--- src/rtl/zscii_text_word_decoder_top_assert.svh ---
// Assertion helpers for the ZSCII text word decoder
`ifndef ZSCII_TEXT_WORD_DECODER_TOP_ASSERT_SVH
`define ZSCII_TEXT_WORD_DECODER_TOP_ASSERT_SVH

// Implication checked on every clock edge outside reset
`define ZSD_ASSERT_IMPL(lbl, ante, cons, msg) \
  lbl: assert property (@(posedge clk) disable iff (!rst_n) (ante) |-> (cons)) \
    else $error(msg);

// Implication whose consequence is checked in the cycle after the antecedent
`define ZSD_ASSERT_NEXT(lbl, ante, cons, msg) \
  lbl: assert property (@(posedge clk) disable iff (!rst_n) (ante) |=> (cons)) \
    else $error(msg);

`endif

--- src/rtl/zsd_pkg.sv ---
`timescale 1ns / 1ps
`default_nettype none

package zsd_pkg;

  // Result kinds
  localparam logic [1:0] KIND_CHAR   = 2'd0;
  localparam logic [1:0] KIND_ABBREV = 2'd1;
  localparam logic [1:0] KIND_END    = 2'd2;

  // Pending modes
  localparam logic [1:0] PEND_NONE   = 2'd0;
  localparam logic [1:0] PEND_ABBR   = 2'd1;
  localparam logic [1:0] PEND_LIT_HI = 2'd2;
  localparam logic [1:0] PEND_LIT_LO = 2'd3;

  // Alphabet shifts
  localparam logic [1:0] SHIFT_LOWER = 2'd0;
  localparam logic [1:0] SHIFT_UPPER = 2'd1;
  localparam logic [1:0] SHIFT_PUNCT = 2'd2;

  // Special codes
  localparam logic [4:0] CODE_SPACE   = 5'd0;
  localparam logic [4:0] CODE_ABBR_HI = 5'd3;
  localparam logic [4:0] CODE_SH_UP   = 5'd4;
  localparam logic [4:0] CODE_SH_PUN  = 5'd5;
  localparam logic [4:0] CODE_LITERAL = 5'd6;
  localparam logic [4:0] CODE_BASE    = 5'd6;

  localparam logic [7:0] CH_SPACE = 8'h20;
  localparam logic [7:0] CH_LOW_A = 8'h61;
  localparam logic [7:0] CH_UP_A  = 8'h41;
  localparam logic [7:0] CH_QUERY = 8'h3f;

  localparam int NUM_LANES = 3;
  localparam int NUM_RES   = NUM_LANES + 1;

  // Running decoder state between codes
  typedef struct packed {
    logic [1:0] shift;
    logic [1:0] pmode;
    logic [4:0] pbits;
  } dec_state_t;

  // One result slot as produced by a lane
  typedef struct packed {
    logic       vld;
    logic [1:0] kind;
    logic [7:0] ch;
    logic [6:0] idx;
  } dec_res_t;

  // Stored result entry
  typedef struct packed {
    logic [1:0] kind;
    logic [7:0] ch;
    logic [6:0] idx;
  } out_ent_t;

  // Punctuation alphabet, indexed by code minus six; the escape slot reads '?'
  function automatic logic [7:0] punct_char(input logic [4:0] i);
    logic [7:0] c;
    case (i)
      5'd1:    c = 8'h0a;
      5'd2:    c = 8'h30;
      5'd3:    c = 8'h31;
      5'd4:    c = 8'h32;
      5'd5:    c = 8'h33;
      5'd6:    c = 8'h34;
      5'd7:    c = 8'h35;
      5'd8:    c = 8'h36;
      5'd9:    c = 8'h37;
      5'd10:   c = 8'h38;
      5'd11:   c = 8'h39;
      5'd12:   c = 8'h2e;
      5'd13:   c = 8'h2c;
      5'd14:   c = 8'h21;
      5'd15:   c = 8'h3f;
      5'd16:   c = 8'h5f;
      5'd17:   c = 8'h23;
      5'd18:   c = 8'h27;
      5'd19:   c = 8'h22;
      5'd20:   c = 8'h2f;
      5'd21:   c = 8'h5c;
      5'd22:   c = 8'h2d;
      5'd23:   c = 8'h3a;
      5'd24:   c = 8'h28;
      5'd25:   c = 8'h29;
      default: c = CH_QUERY;
    endcase
    return c;
  endfunction

endpackage

`default_nettype wire

--- src/rtl/zsd_lane.sv ---
`timescale 1ns / 1ps
`default_nettype none

// Decodes one 5-bit code against the incoming state
module zsd_lane (
  input  wire logic                zcode,
  input  wire logic [4:0]          code,
  input  wire logic                abbrev_en,
  input  wire zsd_pkg::dec_state_t st_in,
  output zsd_pkg::dec_state_t      st_out,
  output zsd_pkg::dec_res_t        res
);

  logic [4:0] rel;

  assign rel = code - zsd_pkg::CODE_BASE;

  always_comb begin
    st_out = st_in;
    res    = '0;
    unique case (st_in.pmode)
      // abbreviation code completes the request
      zsd_pkg::PEND_ABBR: begin
        res.vld      = zcode;
        res.kind     = zsd_pkg::KIND_ABBREV;
        res.idx      = {st_in.pbits[1:0] - 2'd1, code};
        st_out.pmode = zsd_pkg::PEND_NONE;
        st_out.pbits = '0;
      end
      // literal high half
      zsd_pkg::PEND_LIT_HI: begin
        st_out.pbits = code;
        st_out.pmode = zsd_pkg::PEND_LIT_LO;
      end
      // literal low half, keep low 8 bits
      zsd_pkg::PEND_LIT_LO: begin
        res.vld      = zcode;
        res.kind     = zsd_pkg::KIND_CHAR;
        res.ch       = {st_in.pbits[2:0], code};
        st_out.pmode = zsd_pkg::PEND_NONE;
        st_out.pbits = '0;
      end
      default: begin
        if (code == zsd_pkg::CODE_SPACE) begin
          res.vld      = zcode;
          res.kind     = zsd_pkg::KIND_CHAR;
          res.ch       = zsd_pkg::CH_SPACE;
          st_out.shift = zsd_pkg::SHIFT_LOWER;
        end else if (code <= zsd_pkg::CODE_ABBR_HI) begin
          if (abbrev_en) begin
            st_out.pmode = zsd_pkg::PEND_ABBR;
            st_out.pbits = code;
          end
          st_out.shift = zsd_pkg::SHIFT_LOWER;
        end else if (code == zsd_pkg::CODE_SH_UP) begin
          st_out.shift = zsd_pkg::SHIFT_UPPER;
        end else if (code == zsd_pkg::CODE_SH_PUN) begin
          st_out.shift = zsd_pkg::SHIFT_PUNCT;
        end else if (st_in.shift == zsd_pkg::SHIFT_PUNCT &&
                     code == zsd_pkg::CODE_LITERAL) begin
          st_out.pmode = zsd_pkg::PEND_LIT_HI;
          st_out.pbits = '0;
          st_out.shift = zsd_pkg::SHIFT_LOWER;
        end else begin
          res.vld  = zcode;
          res.kind = zsd_pkg::KIND_CHAR;
          if (st_in.shift == zsd_pkg::SHIFT_LOWER) begin
            res.ch = zsd_pkg::CH_LOW_A + {3'b000, rel};
          end else if (st_in.shift == zsd_pkg::SHIFT_UPPER) begin
            res.ch = zsd_pkg::CH_UP_A + {3'b000, rel};
          end else begin
            res.ch = zsd_pkg::punct_char(rel);
          end
          st_out.shift = zsd_pkg::SHIFT_LOWER;
        end
      end
    endcase
  end

endmodule

`default_nettype wire

--- src/rtl/zsd_merge.sv ---
`timescale 1ns / 1ps
`default_nettype none

// Compacts the lane results of one word and serialises them onto the output
module zsd_merge (
  input  wire logic              clk,
  input  wire logic              rst_n,
  input  wire zsd_pkg::dec_res_t res [zsd_pkg::NUM_RES],
  input  wire logic              accept,
  output logic                   in_ready,
  output logic                   out_valid,
  input  wire logic              out_ready,
  output zsd_pkg::out_ent_t      out_ent,
  output logic                   out_last
);

  zsd_pkg::out_ent_t pack_slot [zsd_pkg::NUM_RES];
  logic [2:0]        pack_cnt;

  zsd_pkg::out_ent_t a_slot_r [zsd_pkg::NUM_RES];
  logic [2:0]        a_cnt_r, a_cnt_nxt;
  zsd_pkg::out_ent_t b_slot_r [zsd_pkg::NUM_RES];
  logic [2:0]        b_cnt_r, b_cnt_nxt;
  logic [1:0]        b_ptr_r, b_ptr_nxt;

  logic b_empty, b_fire, b_done, a_take;

  // Pack the valid lane results to the front, in order
  always_comb begin
    pack_cnt = '0;
    for (int i = 0; i < zsd_pkg::NUM_RES; i++) begin
      pack_slot[i] = '0;
    end
    for (int i = 0; i < zsd_pkg::NUM_RES; i++) begin
      if (res[i].vld) begin
        pack_slot[pack_cnt[1:0]] = '{kind: res[i].kind, ch: res[i].ch, idx: res[i].idx};
        pack_cnt = pack_cnt + 3'd1;
      end
    end
  end

  // Handshake between the holding stage and the emitting stage
  assign b_empty  = (b_cnt_r == 3'd0);
  assign b_fire   = !b_empty && out_ready;
  assign b_done   = b_fire && ({1'b0, b_ptr_r} == b_cnt_r - 3'd1);
  assign a_take   = (a_cnt_r != 3'd0) && (b_empty || b_done);
  assign in_ready = (a_cnt_r == 3'd0) || a_take;

  always_comb begin
    a_cnt_nxt = a_cnt_r;
    if (accept) begin
      a_cnt_nxt = pack_cnt;
    end else if (a_take) begin
      a_cnt_nxt = '0;
    end
  end

  always_comb begin
    b_cnt_nxt = b_cnt_r;
    b_ptr_nxt = b_ptr_r;
    if (b_empty || b_done) begin
      b_cnt_nxt = a_take ? a_cnt_r : 3'd0;
      b_ptr_nxt = '0;
    end else if (b_fire) begin
      b_ptr_nxt = b_ptr_r + 2'd1;
    end
  end

  // Counters
  always_ff @(posedge clk) begin
    if (!rst_n) begin
      a_cnt_r <= '0;
      b_cnt_r <= '0;
      b_ptr_r <= '0;
    end else begin
      a_cnt_r <= a_cnt_nxt;
      b_cnt_r <= b_cnt_nxt;
      b_ptr_r <= b_ptr_nxt;
    end
  end

  // Entry storage
  always_ff @(posedge clk) begin
    if (accept) begin
      a_slot_r <= pack_slot;
    end
    if (a_take) begin
      b_slot_r <= a_slot_r;
    end
  end

  assign out_valid = !b_empty;
  assign out_ent   = b_slot_r[b_ptr_r];
  assign out_last  = ({1'b0, b_ptr_r} == b_cnt_r - 3'd1);

endmodule

`default_nettype wire

--- src/rtl/zscii_text_word_decoder_top.sv ---
// ZSCII text word decoder: each transfer on in_ carries one 16-bit packed text word; three
// combinational decode lanes split it into its codes (high to low) and the merge stage
// queues the zero to four results (characters, abbreviation requests, an end item when
// bit 15 is set), which leave on out_ one per cycle while out_tready is high, with tlast
// on the last of each word. A word is accepted in the cycle it arrives while the holding
// stage is free, so the sustained rate is set by the single output channel; words
// producing no result leave the holding stage free. Decode of a word sees state left by
// the previous accepted word only, so no bubbles are inserted between words.
// abbrev_enable lies at byte address 0 of the cfg_ port and resets to 1.
`timescale 1ns / 1ps
`default_nettype none

`include "zscii_text_word_decoder_top_assert.svh"

module zscii_text_word_decoder_top (
  input  wire logic        clk,
  input  wire logic        rst_n,
  // input stream
  input  wire logic        in_tvalid,
  output logic             in_tready,
  input  wire logic [15:0] in_tdata,   // [15:0] text_word
  // result stream
  output logic             out_tvalid,
  input  wire logic        out_tready,
  output logic [15:0]      out_tdata,  // [7:0] char_code, [14:8] abbrev_index, [15] zero
  output logic [1:0]       out_tuser,  // [1:0] item_kind
  output logic             out_tlast,
  // configuration
  input  wire logic        cfg_psel,
  input  wire logic        cfg_penable,
  input  wire logic        cfg_pwrite,
  input  wire logic [2:0]  cfg_paddr,
  input  wire logic [31:0] cfg_pwdata,
  output logic [31:0]      cfg_prdata,
  output logic             cfg_pready
);

  logic                abbrev_en_r;
  zsd_pkg::dec_state_t state_r, state_nxt;
  zsd_pkg::dec_state_t lane_st [zsd_pkg::NUM_LANES + 1];
  zsd_pkg::dec_res_t   lane_res [zsd_pkg::NUM_RES];
  zsd_pkg::out_ent_t   out_ent;
  logic                accept;

  // Configuration register
  assign cfg_pready = 1'b1;
  assign cfg_prdata = (cfg_paddr[2] == 1'b0) ? {31'd0, abbrev_en_r} : 32'd0;

  always_ff @(posedge clk) begin
    if (!rst_n) begin
      abbrev_en_r <= 1'b1;
    end else if (cfg_psel && cfg_penable && cfg_pwrite && cfg_pready &&
                 cfg_paddr[2] == 1'b0) begin
      abbrev_en_r <= cfg_pwdata[0];
    end
  end

  assign accept = in_tvalid && in_tready;

  // Decode lanes, chained through the running state
  assign lane_st[0] = state_r;

  for (genvar g = 0; g < zsd_pkg::NUM_LANES; g++) begin : g_lane
    zsd_lane u_lane (
      .zcode     (1'b1),
      .code      (in_tdata[14 - 5*g -: 5]),
      .abbrev_en (abbrev_en_r),
      .st_in     (lane_st[g]),
      .st_out    (lane_st[g+1]),
      .res       (lane_res[g])
    );
  end

  // End of string result
  assign lane_res[zsd_pkg::NUM_LANES] = '{vld: in_tdata[15], kind: zsd_pkg::KIND_END,
                                          ch: 8'd0, idx: 7'd0};

  assign state_nxt = in_tdata[15] ? '0 : lane_st[zsd_pkg::NUM_LANES];

  always_ff @(posedge clk) begin
    if (!rst_n) begin
      state_r <= '0;
    end else if (accept) begin
      state_r <= state_nxt;
    end
  end

  // Merge and output
  zsd_merge u_merge (
    .clk       (clk),
    .rst_n     (rst_n),
    .res       (lane_res),
    .accept    (accept),
    .in_ready  (in_tready),
    .out_valid (out_tvalid),
    .out_ready (out_tready),
    .out_ent   (out_ent),
    .out_last  (out_tlast)
  );

  assign out_tdata = {1'b0, out_ent.idx, out_ent.ch};
  assign out_tuser = out_ent.kind;

  // Checks
  `ZSD_ASSERT_IMPL(a_end_is_last, out_tvalid && out_tuser == zsd_pkg::KIND_END, out_tlast, "end item not last of word")
  `ZSD_ASSERT_NEXT(a_end_clears, accept && in_tdata[15], state_r == '0, "state not cleared at end of string")
  `ZSD_ASSERT_IMPL(a_abbrev_fields, out_tvalid && out_tuser == zsd_pkg::KIND_ABBREV, out_tdata[7:0] == 8'd0 && out_tdata[14:13] != 2'b11, "bad abbreviation fields")

endmodule

`default_nettype wire

--- config.mk ---
export PLATFORM = sky130hd
export DESIGN_NAME = zscii_text_word_decoder_top
export DESIGN_NICKNAME = d
export VERILOG_FILES = /design/src/rtl/zsd_pkg.sv /design/src/rtl/zsd_lane.sv /design/src/rtl/zsd_merge.sv /design/src/rtl/zscii_text_word_decoder_top.sv
export VERILOG_INCLUDE_DIRS = /design/src /design/src/rtl
export SDC_FILE = /design/constraint.sdc
export NUM_CORES = 1
export LEC_CHECK = 0
export BUFFER_PORTS_ARGS = -buffer_cell sky130_fd_sc_hd__clkbuf_2
export CORE_ASPECT_RATIO = 1.4
export CORE_MARGIN = 3
export CORE_UTILIZATION = 59
export CTS_CLUSTER_DIAMETER = 200
export DETAILED_ROUTE_END_ITERATION = 8
export HOLD_SLACK_MARGIN = 0.1
export PLACE_DENSITY = 0.91
export SYNTH_ARGS = -nofsm -noshare
export SYNTH_HDL_FRONTEND = slang
export SYNTH_SLANG_ARGS = --single-unit
--- constraint.sdc ---
create_clock -name clk -period 5.9 [get_ports clk]
set_input_delay 1.18 -clock clk [delete_from_list [all_inputs] [get_ports clk]]
set_output_delay 1.18 -clock clk [all_outputs]
set_load 0.005 [all_outputs]
==> flow_summary.yaml, run 1 <==
status:
  status: "completed"
cells_and_area:
  fin_cells: 1091
  drive_above_1_share_pct: 16.76
  n_antenna_cell: 0
  mostFrequentLayoutCell: "edfxtp_1"
  fin_nets: 982
  syn_to_final_growth_pct: 7.206
  final_cell_mix: "edfxtp_1, nor2_1, nand2_1"
cts:
  cts_tree: "done"
  cts_resized: 0
  hold_buffers: 0
  cts.sinks: 152
  max-clock-path-buffers: 2
  clk_pin_slew_ns: 0.06
  cts_buffers: 17
  post_cts.repair.setup_buffers: 0
  cts_root_buffer: "clkbuf_16"
  htree_levels: 4
  insertion_delay_ns: 0.42
timing:
  finalHoldViolCount: 0
  skew_ns: 0.009291
  fin_tns_setup_ns: 0
  worst_slew_pin_slew_ns: 1.053
  finalCriticalPeriod_ns: 5.099
  max_freq_mhz: 196.1
  fin_crit_sh_pct: 86.42
  slew_violations: 0
  rsz0062_at_grt: "no"
  finalSetupViolations: 0
  max_slew_margin_pct: 29.30
global_route:
  grt_overflow: 0
  grt_max_degree: 50
  grt_pass1_vias: 6872
  antenna_found_initial: 0
  grt-busiest-layer: "met2"
  met3_usage_pct: 4.113
  globalRouteMet2Util_pct: 46.84
  grt_first_pass_wirelength_um: 36210
  gr-usage-all-layers_pct: 26.23
  met1_usage_pct: 30.57
setup_path:
  cp.arrival_ns: 5.33
  crit_path_end_kind: "register"
  worstSetupStartpointType: "input port"
  path_class: "in2reg"
  path_delay_family: "simple AND/OR/NAND/NOR gates"
  path_buf_inv: 4
  slowest_stage: "and4_1"
  cp_max_fo: 15
  cp_cell_sequence: "clkbuf_2 > inv_1 > ha_1 > inv_1 > and4_1 > nor2_1 > a21o_1 > ha_1 > xnor2_1 > inv_1 > ha_1 > nand2_1 > nand3_1 > nor2_1"
  required_ns: 6.13
  critical-path-max-stage-delay_ns: 0.56
floorplan:
  die-area_um2: 17650
  core_um2: 15680
  rows: 54
  die_w_um: 113.1
  io_pins: 112
  start_util_pct: 60.48
  die_y_um: 156.0
placed_design:
  place_hpwl_um: 16270
  dp.cells: 1059
  port_buffers: 45
  gp_congestion: 0.9531
synth:
  synth.avg_cell_area_um2: 10.95
  ys_types: 87
  syn_area_um2: 9480
  ys_warn_count: 0
  synth.largest_area_cell: "edfxtp_1"
  ys_ff_latch: 152
  synth_top_area_share_pct: 43.08
  ys.flop_type: "edfxtp_1"
  seq_area_frac_synth_pct: 46.46
  synth_edf_count: 136
  netlist_top_cells_area: "edfxtp_1, ha_1, mux4_2"
  async_reset_ff_share_pct: 0
  syn_inst: 866
job:
  max-cap-violations: 0
routing:
  wirelength_um: 22600
  drcViolationCount: 0
  dr.pass1.iters: 9
  wl_per_cell_um: 20.71
  num_vias: 7178
  drt_iter0_markers: 1170
  via_per_inst: 6.579
  ant_nets: 0
power:
  p_leak_nw: 3.759
  powerDensity_nw_per_um2: 291.2
  p_total_w: 0.002960
  irDropWorstVdd_uv: 221.7
min_path:
  min_path_type: "reg2reg"
## flip-flops by register name, indices dropped and copies added, names as in the netlist
signal            cells
lane_st               7
u_merge.a_slot_r     68
u_merge.a_cnt_r       3
u_merge.b_slot_r     68
u_merge.b_cnt_r       3
abbrev_en_r           1
u_merge.b_ptr_r       2
## Yosys cell counts (9+ instances only)
| cell | n |
|---|---|
| and2_1 | 9 |
| a211oi_1 | 12 |
| inv_1 | 34 |
| dfxtp_1 | 16 |
| mux2i_1 | 12 |
| nor3_1 | 35 |
| clkbuf_1 | 31 |
| edfxtp_1 | 136 |
| o21ai_0 | 22 |
| nand2b_1 | 9 |
| ha_1 | 42 |
| nand4_1 | 9 |
| a211oi_2 | 10 |
| a21oi_1 | 31 |
| nand2_1 | 63 |
| xor2_1 | 9 |
| buf_4 | 36 |
| buf_2 | 12 |
| mux4_2 | 17 |
| nand3_1 | 18 |
| o22ai_1 | 16 |
| xnor2_1 | 17 |
| o21ai_1 | 12 |
| a31oi_1 | 9 |
| nor2b_1 | 11 |
| nor2_1 | 73 |
## logic make-up after synthesis
group | Yosys count | synth area share, %
DFF | 152 | 46.46
buffers and inverters | 121 | 6.731
muxes | 36 | 6.137
xor gates and xnor gates | 29 | 3.049
AOI/OAI and AO/OA | 204 | 16.27
and+or+nand+nor | 277 | 15.42
other | 2 | 0.07922
adders and majority gates | 45 | 5.860
## routing by layer
| metal | up-vias | part of all wire [%] |
|---|---|---|
| met5 | - | 0 |
| met4 | 0 | 5.7 |
| met3 | 100 | 7.8 |
| met2 | 478 | 51 |
| met1 | 3364 | 36 |
| li1 | 3236 | - |
## layout make-up
type | instances | area (µm²)
multi-input cells | 624 | 4562
inverters | 34 | 127.6
flip-flops and latches | 152 | 4404
clock inverters | 15 | 113.9
repair buffers | 53 | 285.3
clock buffers | 17 | 425.4
well taps | 196 | 245.2
fillers | 1134 | 5512
## where the power goes
group	switching [W]	leakage, nW	total, W	internal, W
registers	0.0000474	1.47	0.00142	0.00138
logic	0.000368	2.04	0.000562	0.000193
clock network	0.000431	0.251	0.000974	0.000543
total	0.000846	3.76	0.00296	0.00211
## final timing paths
path	startpoint	endpoint	slack, ns	cells past startpoint
setup / recovery	in_tdata[11]	u_merge.a_slot_r[29]	0.80	14
hold / removal	u_merge.a_slot_r[47]	u_merge.b_slot_r[47]	0.41	0
setup reg to reg	lane_st[32]	u_merge.a_slot_r[29]	1.70	11
hold reg to reg	u_merge.a_slot_r[47]	u_merge.b_slot_r[47]	0.41	0
## per-stage QoR
stage	cell area (µm²)	hold WS [ns]	utilization (%)	setup slack, ns
final	10160	0.4137	64.84	0.8012
after global routing	10160	0.4202	64.84	0.5413
after CTS	10160	0.4153	64.84	0.9434
after detailed placement	9624	0.4045	61.40	0.5606
after global placement	9624	0.4003	61.40	0.7606
after floorplan	9597	0.4003	-	0.8220
## worst register-to-register path, cell delays in order (launching register included)
cell	delay, ns
dfxtp_1	0.70
or2_1	0.46
a32oi_1	0.27
o21ai_1	0.28
a21o_1	0.31
ha_1	0.37
xnor2_1	0.32
inv_1	0.11
ha_1	0.21
nand2_1	0.11
nand3_1	0.52
nor2_1	0.34
No activity file was read; power rests on OpenSTA's default activity.
==> run 2, diff against run 1 <==
--- a/config.mk
+++ b/config.mk
@@ -9,11 +9,12 @@
 export BUFFER_PORTS_ARGS = -buffer_cell sky130_fd_sc_hd__clkbuf_2
 export CORE_ASPECT_RATIO = 1.4
 export CORE_MARGIN = 3
-export CORE_UTILIZATION = 59
+export CORE_UTILIZATION = 54
 export CTS_CLUSTER_DIAMETER = 200
 export DETAILED_ROUTE_END_ITERATION = 8
 export HOLD_SLACK_MARGIN = 0.1
-export PLACE_DENSITY = 0.91
+export PLACE_DENSITY = 0.88
+export SLEW_MARGIN = 10
 export SYNTH_ARGS = -nofsm -noshare
 export SYNTH_HDL_FRONTEND = slang
 export SYNTH_SLANG_ARGS = --single-unit
==> constraint.sdc (replaced) <==
create_clock -name clk -period 4.4 [get_ports clk]
set_input_delay 0.88 -clock clk [delete_from_list [all_inputs] [get_ports clk]]
set_output_delay 0.88 -clock clk [all_outputs]
set_load 0.005 [all_outputs]
==> run 2 against run 1 <==
Effect of this change:
- clock skew is essentially flat
- clock power up 51%
- register-to-register slack lost 0.95 ns
- clock-buffer cell count is 1 higher
- sequential share of layout area is 1.5 points lower
- final area up 3.6%
==> flow_summary.yaml, run 2 (synthesis results as in run 1) <==
global_route:
  grt_overflow: 0
  grt_first_pass_wirelength_um: 36190
  antenna_found_initial: 0
  grt_max_degree: 70
  gr-usage-all-layers_pct: 23.86
  grt_pass1_vias: 6987
cts:
  cts_resized: 0
  cts.sinks: 152
  post_cts.repair.setup_buffers: 0
  hold_buffers: 0
  cts_buffers: 17
  cts_tree: "done"
  insertion_delay_ns: 0.41
  htree_levels: 4
  cts_root_buffer: "clkbuf_16"
  max-clock-path-buffers: 2
  clk_pin_slew_ns: 0.06
power:
  p_total_w: 0.004165
  seq_power_share_pct: 45.9
  power_switching_w: 0.001134
  p_leak_nw: 3.969
  irDropWorstVdd_uv: 268.8
  swShare_pct: 27.21
  p_clk_share_pct: 35.2
  intPower_w: 0.003032
  pwr-share-comb_pct: 18.9
  powerDensity_nw_per_um2: 395.4
status:
  status: "completed"
cells_and_area:
  drive_above_1_share_pct: 19.72
  n_antenna_cell: 0
  final_cell_mix: "edfxtp_1, nor2_1, nand2_1"
  fin_cells: 1160
  fin_nets: 1016
  mostFrequentLayoutCell: "edfxtp_1"
  num-fill-cells: 1316
  syn_to_final_growth_pct: 11.11
timing:
  slew_violations: 0
  worst_slew_pin_slew_ns: 1.003
  max_freq_mhz: 259.1
  max_slew_margin_pct: 32.65
  final_critical_path_setup_slack_ns: 0.5398
  skew_ns: 0.008904
  fin_tns_setup_ns: 0
  whs_ns: 0.4135
  finalHoldViolCount: 0
  rsz0062_at_grt: "no"
  finalCriticalPeriod_ns: 3.860
  fin_crit_sh_pct: 87.73
  finalSetupViolations: 0
routing:
  via_per_inst: 6.190
  wl_per_cell_um: 19.88
  drt_iter0_markers: 853
  drcViolationCount: 0
  dr.pass1.iters: 6
  wirelength_um: 23060
  ant_nets: 0
  num_vias: 7180
setup_path:
  reg2reg_slack_ns: 0.75
  crit_path_end_kind: "register"
  cp.arrival_ns: 4.10
  critical-path-max-stage-delay_ns: 0.34
  worstSetupStartpointType: "input port"
  cp_max_fo: 7
  path_delay_family: "compound AO/OA/AOI/OAI gates"
  path_buf_inv: 5
  path_class: "in2reg"
  required_ns: 4.64
  cp_cell_sequence: "clkbuf_2 > inv_1 > ha_1 > nor4b_4 > a32oi_1 > o21ai_1 > a21o_1 > ha_1 > xnor2_1 > inv_1 > ha_1 > nand2_1 > inv_1 > buf_4 > a211oi_2"
  slowest_stage: "ha_1"
placed_design:
  place_hpwl_um: 16660
  pre_cts_ws_ns: 0.1555
  gp_congestion: 0.9844
  port_buffers: 45
  dp.cells: 1129
floorplan:
  core_um2: 16960
  io_pins: 112
  die_w_um: 118.0
  die-area_um2: 19200
  start_util_pct: 55.91
  rows: 56
  die_y_um: 162.8
min_path:
  min_path_type: "reg2reg"
job:
  max-cap-violations: 0
[run 2: path summary, 6_finish.rpt]
check | cells after the start | to | startpoint
worst min register to register | 0 | u_merge.b_slot_r[50] | u_merge.a_slot_r[50]
worst max register to register | 12 | u_merge.a_slot_r[56] | lane_st[33]
worst max-delay path | 15 | u_merge.a_slot_r[56] | in_tdata[10]
worst min-delay path | 0 | u_merge.b_slot_r[50] | u_merge.a_slot_r[50]
[run 2: per-stage QoR]
stage                     util [%]  area (µm²)
after CTS                    62.12       10530
after floorplan                  -        9599
final                        62.12       10530
after global routing         62.12       10530
after global placement       58.60        9937
after detailed placement     58.60        9937
[run 2: layer usage]
metal / vias up / part of all wire (%) / track usage [%]
met3: 101 / 6.0 / 3.614
met2: 371 / 51 / 42.48
li1: 3320 / - / -
met5: - / 0 / 0
met4: 0 / 5.9 / 14.56
met1: 3388 / 37 / 27.02
[run 2: worst register-to-register path: stages, from the launching register on]
cell	delay, ns
dfxtp_1	0.65
or2_1	0.44
a32oi_1	0.26
o21ai_1	0.28
a21o_1	0.29
ha_1	0.30
xnor2_1	0.31
inv_1	0.12
ha_1	0.20
nand2_1	0.11
inv_1	0.13
buf_4	0.20
a211oi_2	0.17
[run 2: layout make-up]
class                   count  area (µm²)  area share, %
clock inverters            13       167.7          1.592
repair buffers             87       553.0          5.250
well taps                 232       290.3          2.756
inverters                  34       127.6          1.212
multi-input cells         624        4562          43.31
flip-flops and latches    152        4404          41.81
clock buffers              18       429.2          4.074
[run 2: power groups by stage]
stage | Clock (W) | Combinational [W] | Sequential (W)
after global routing | 0.00155 | 0.000851 | 0.00193
final | 0.00147 | 0.000788 | 0.00191
after CTS | 0.00148 | 0.000778 | 0.00191
after detailed placement | 0 | 0.000771 | 0.00194
after floorplan | 0 | 0.000550 | 0.00191
after global placement | 0 | 0.000746 | 0.00192
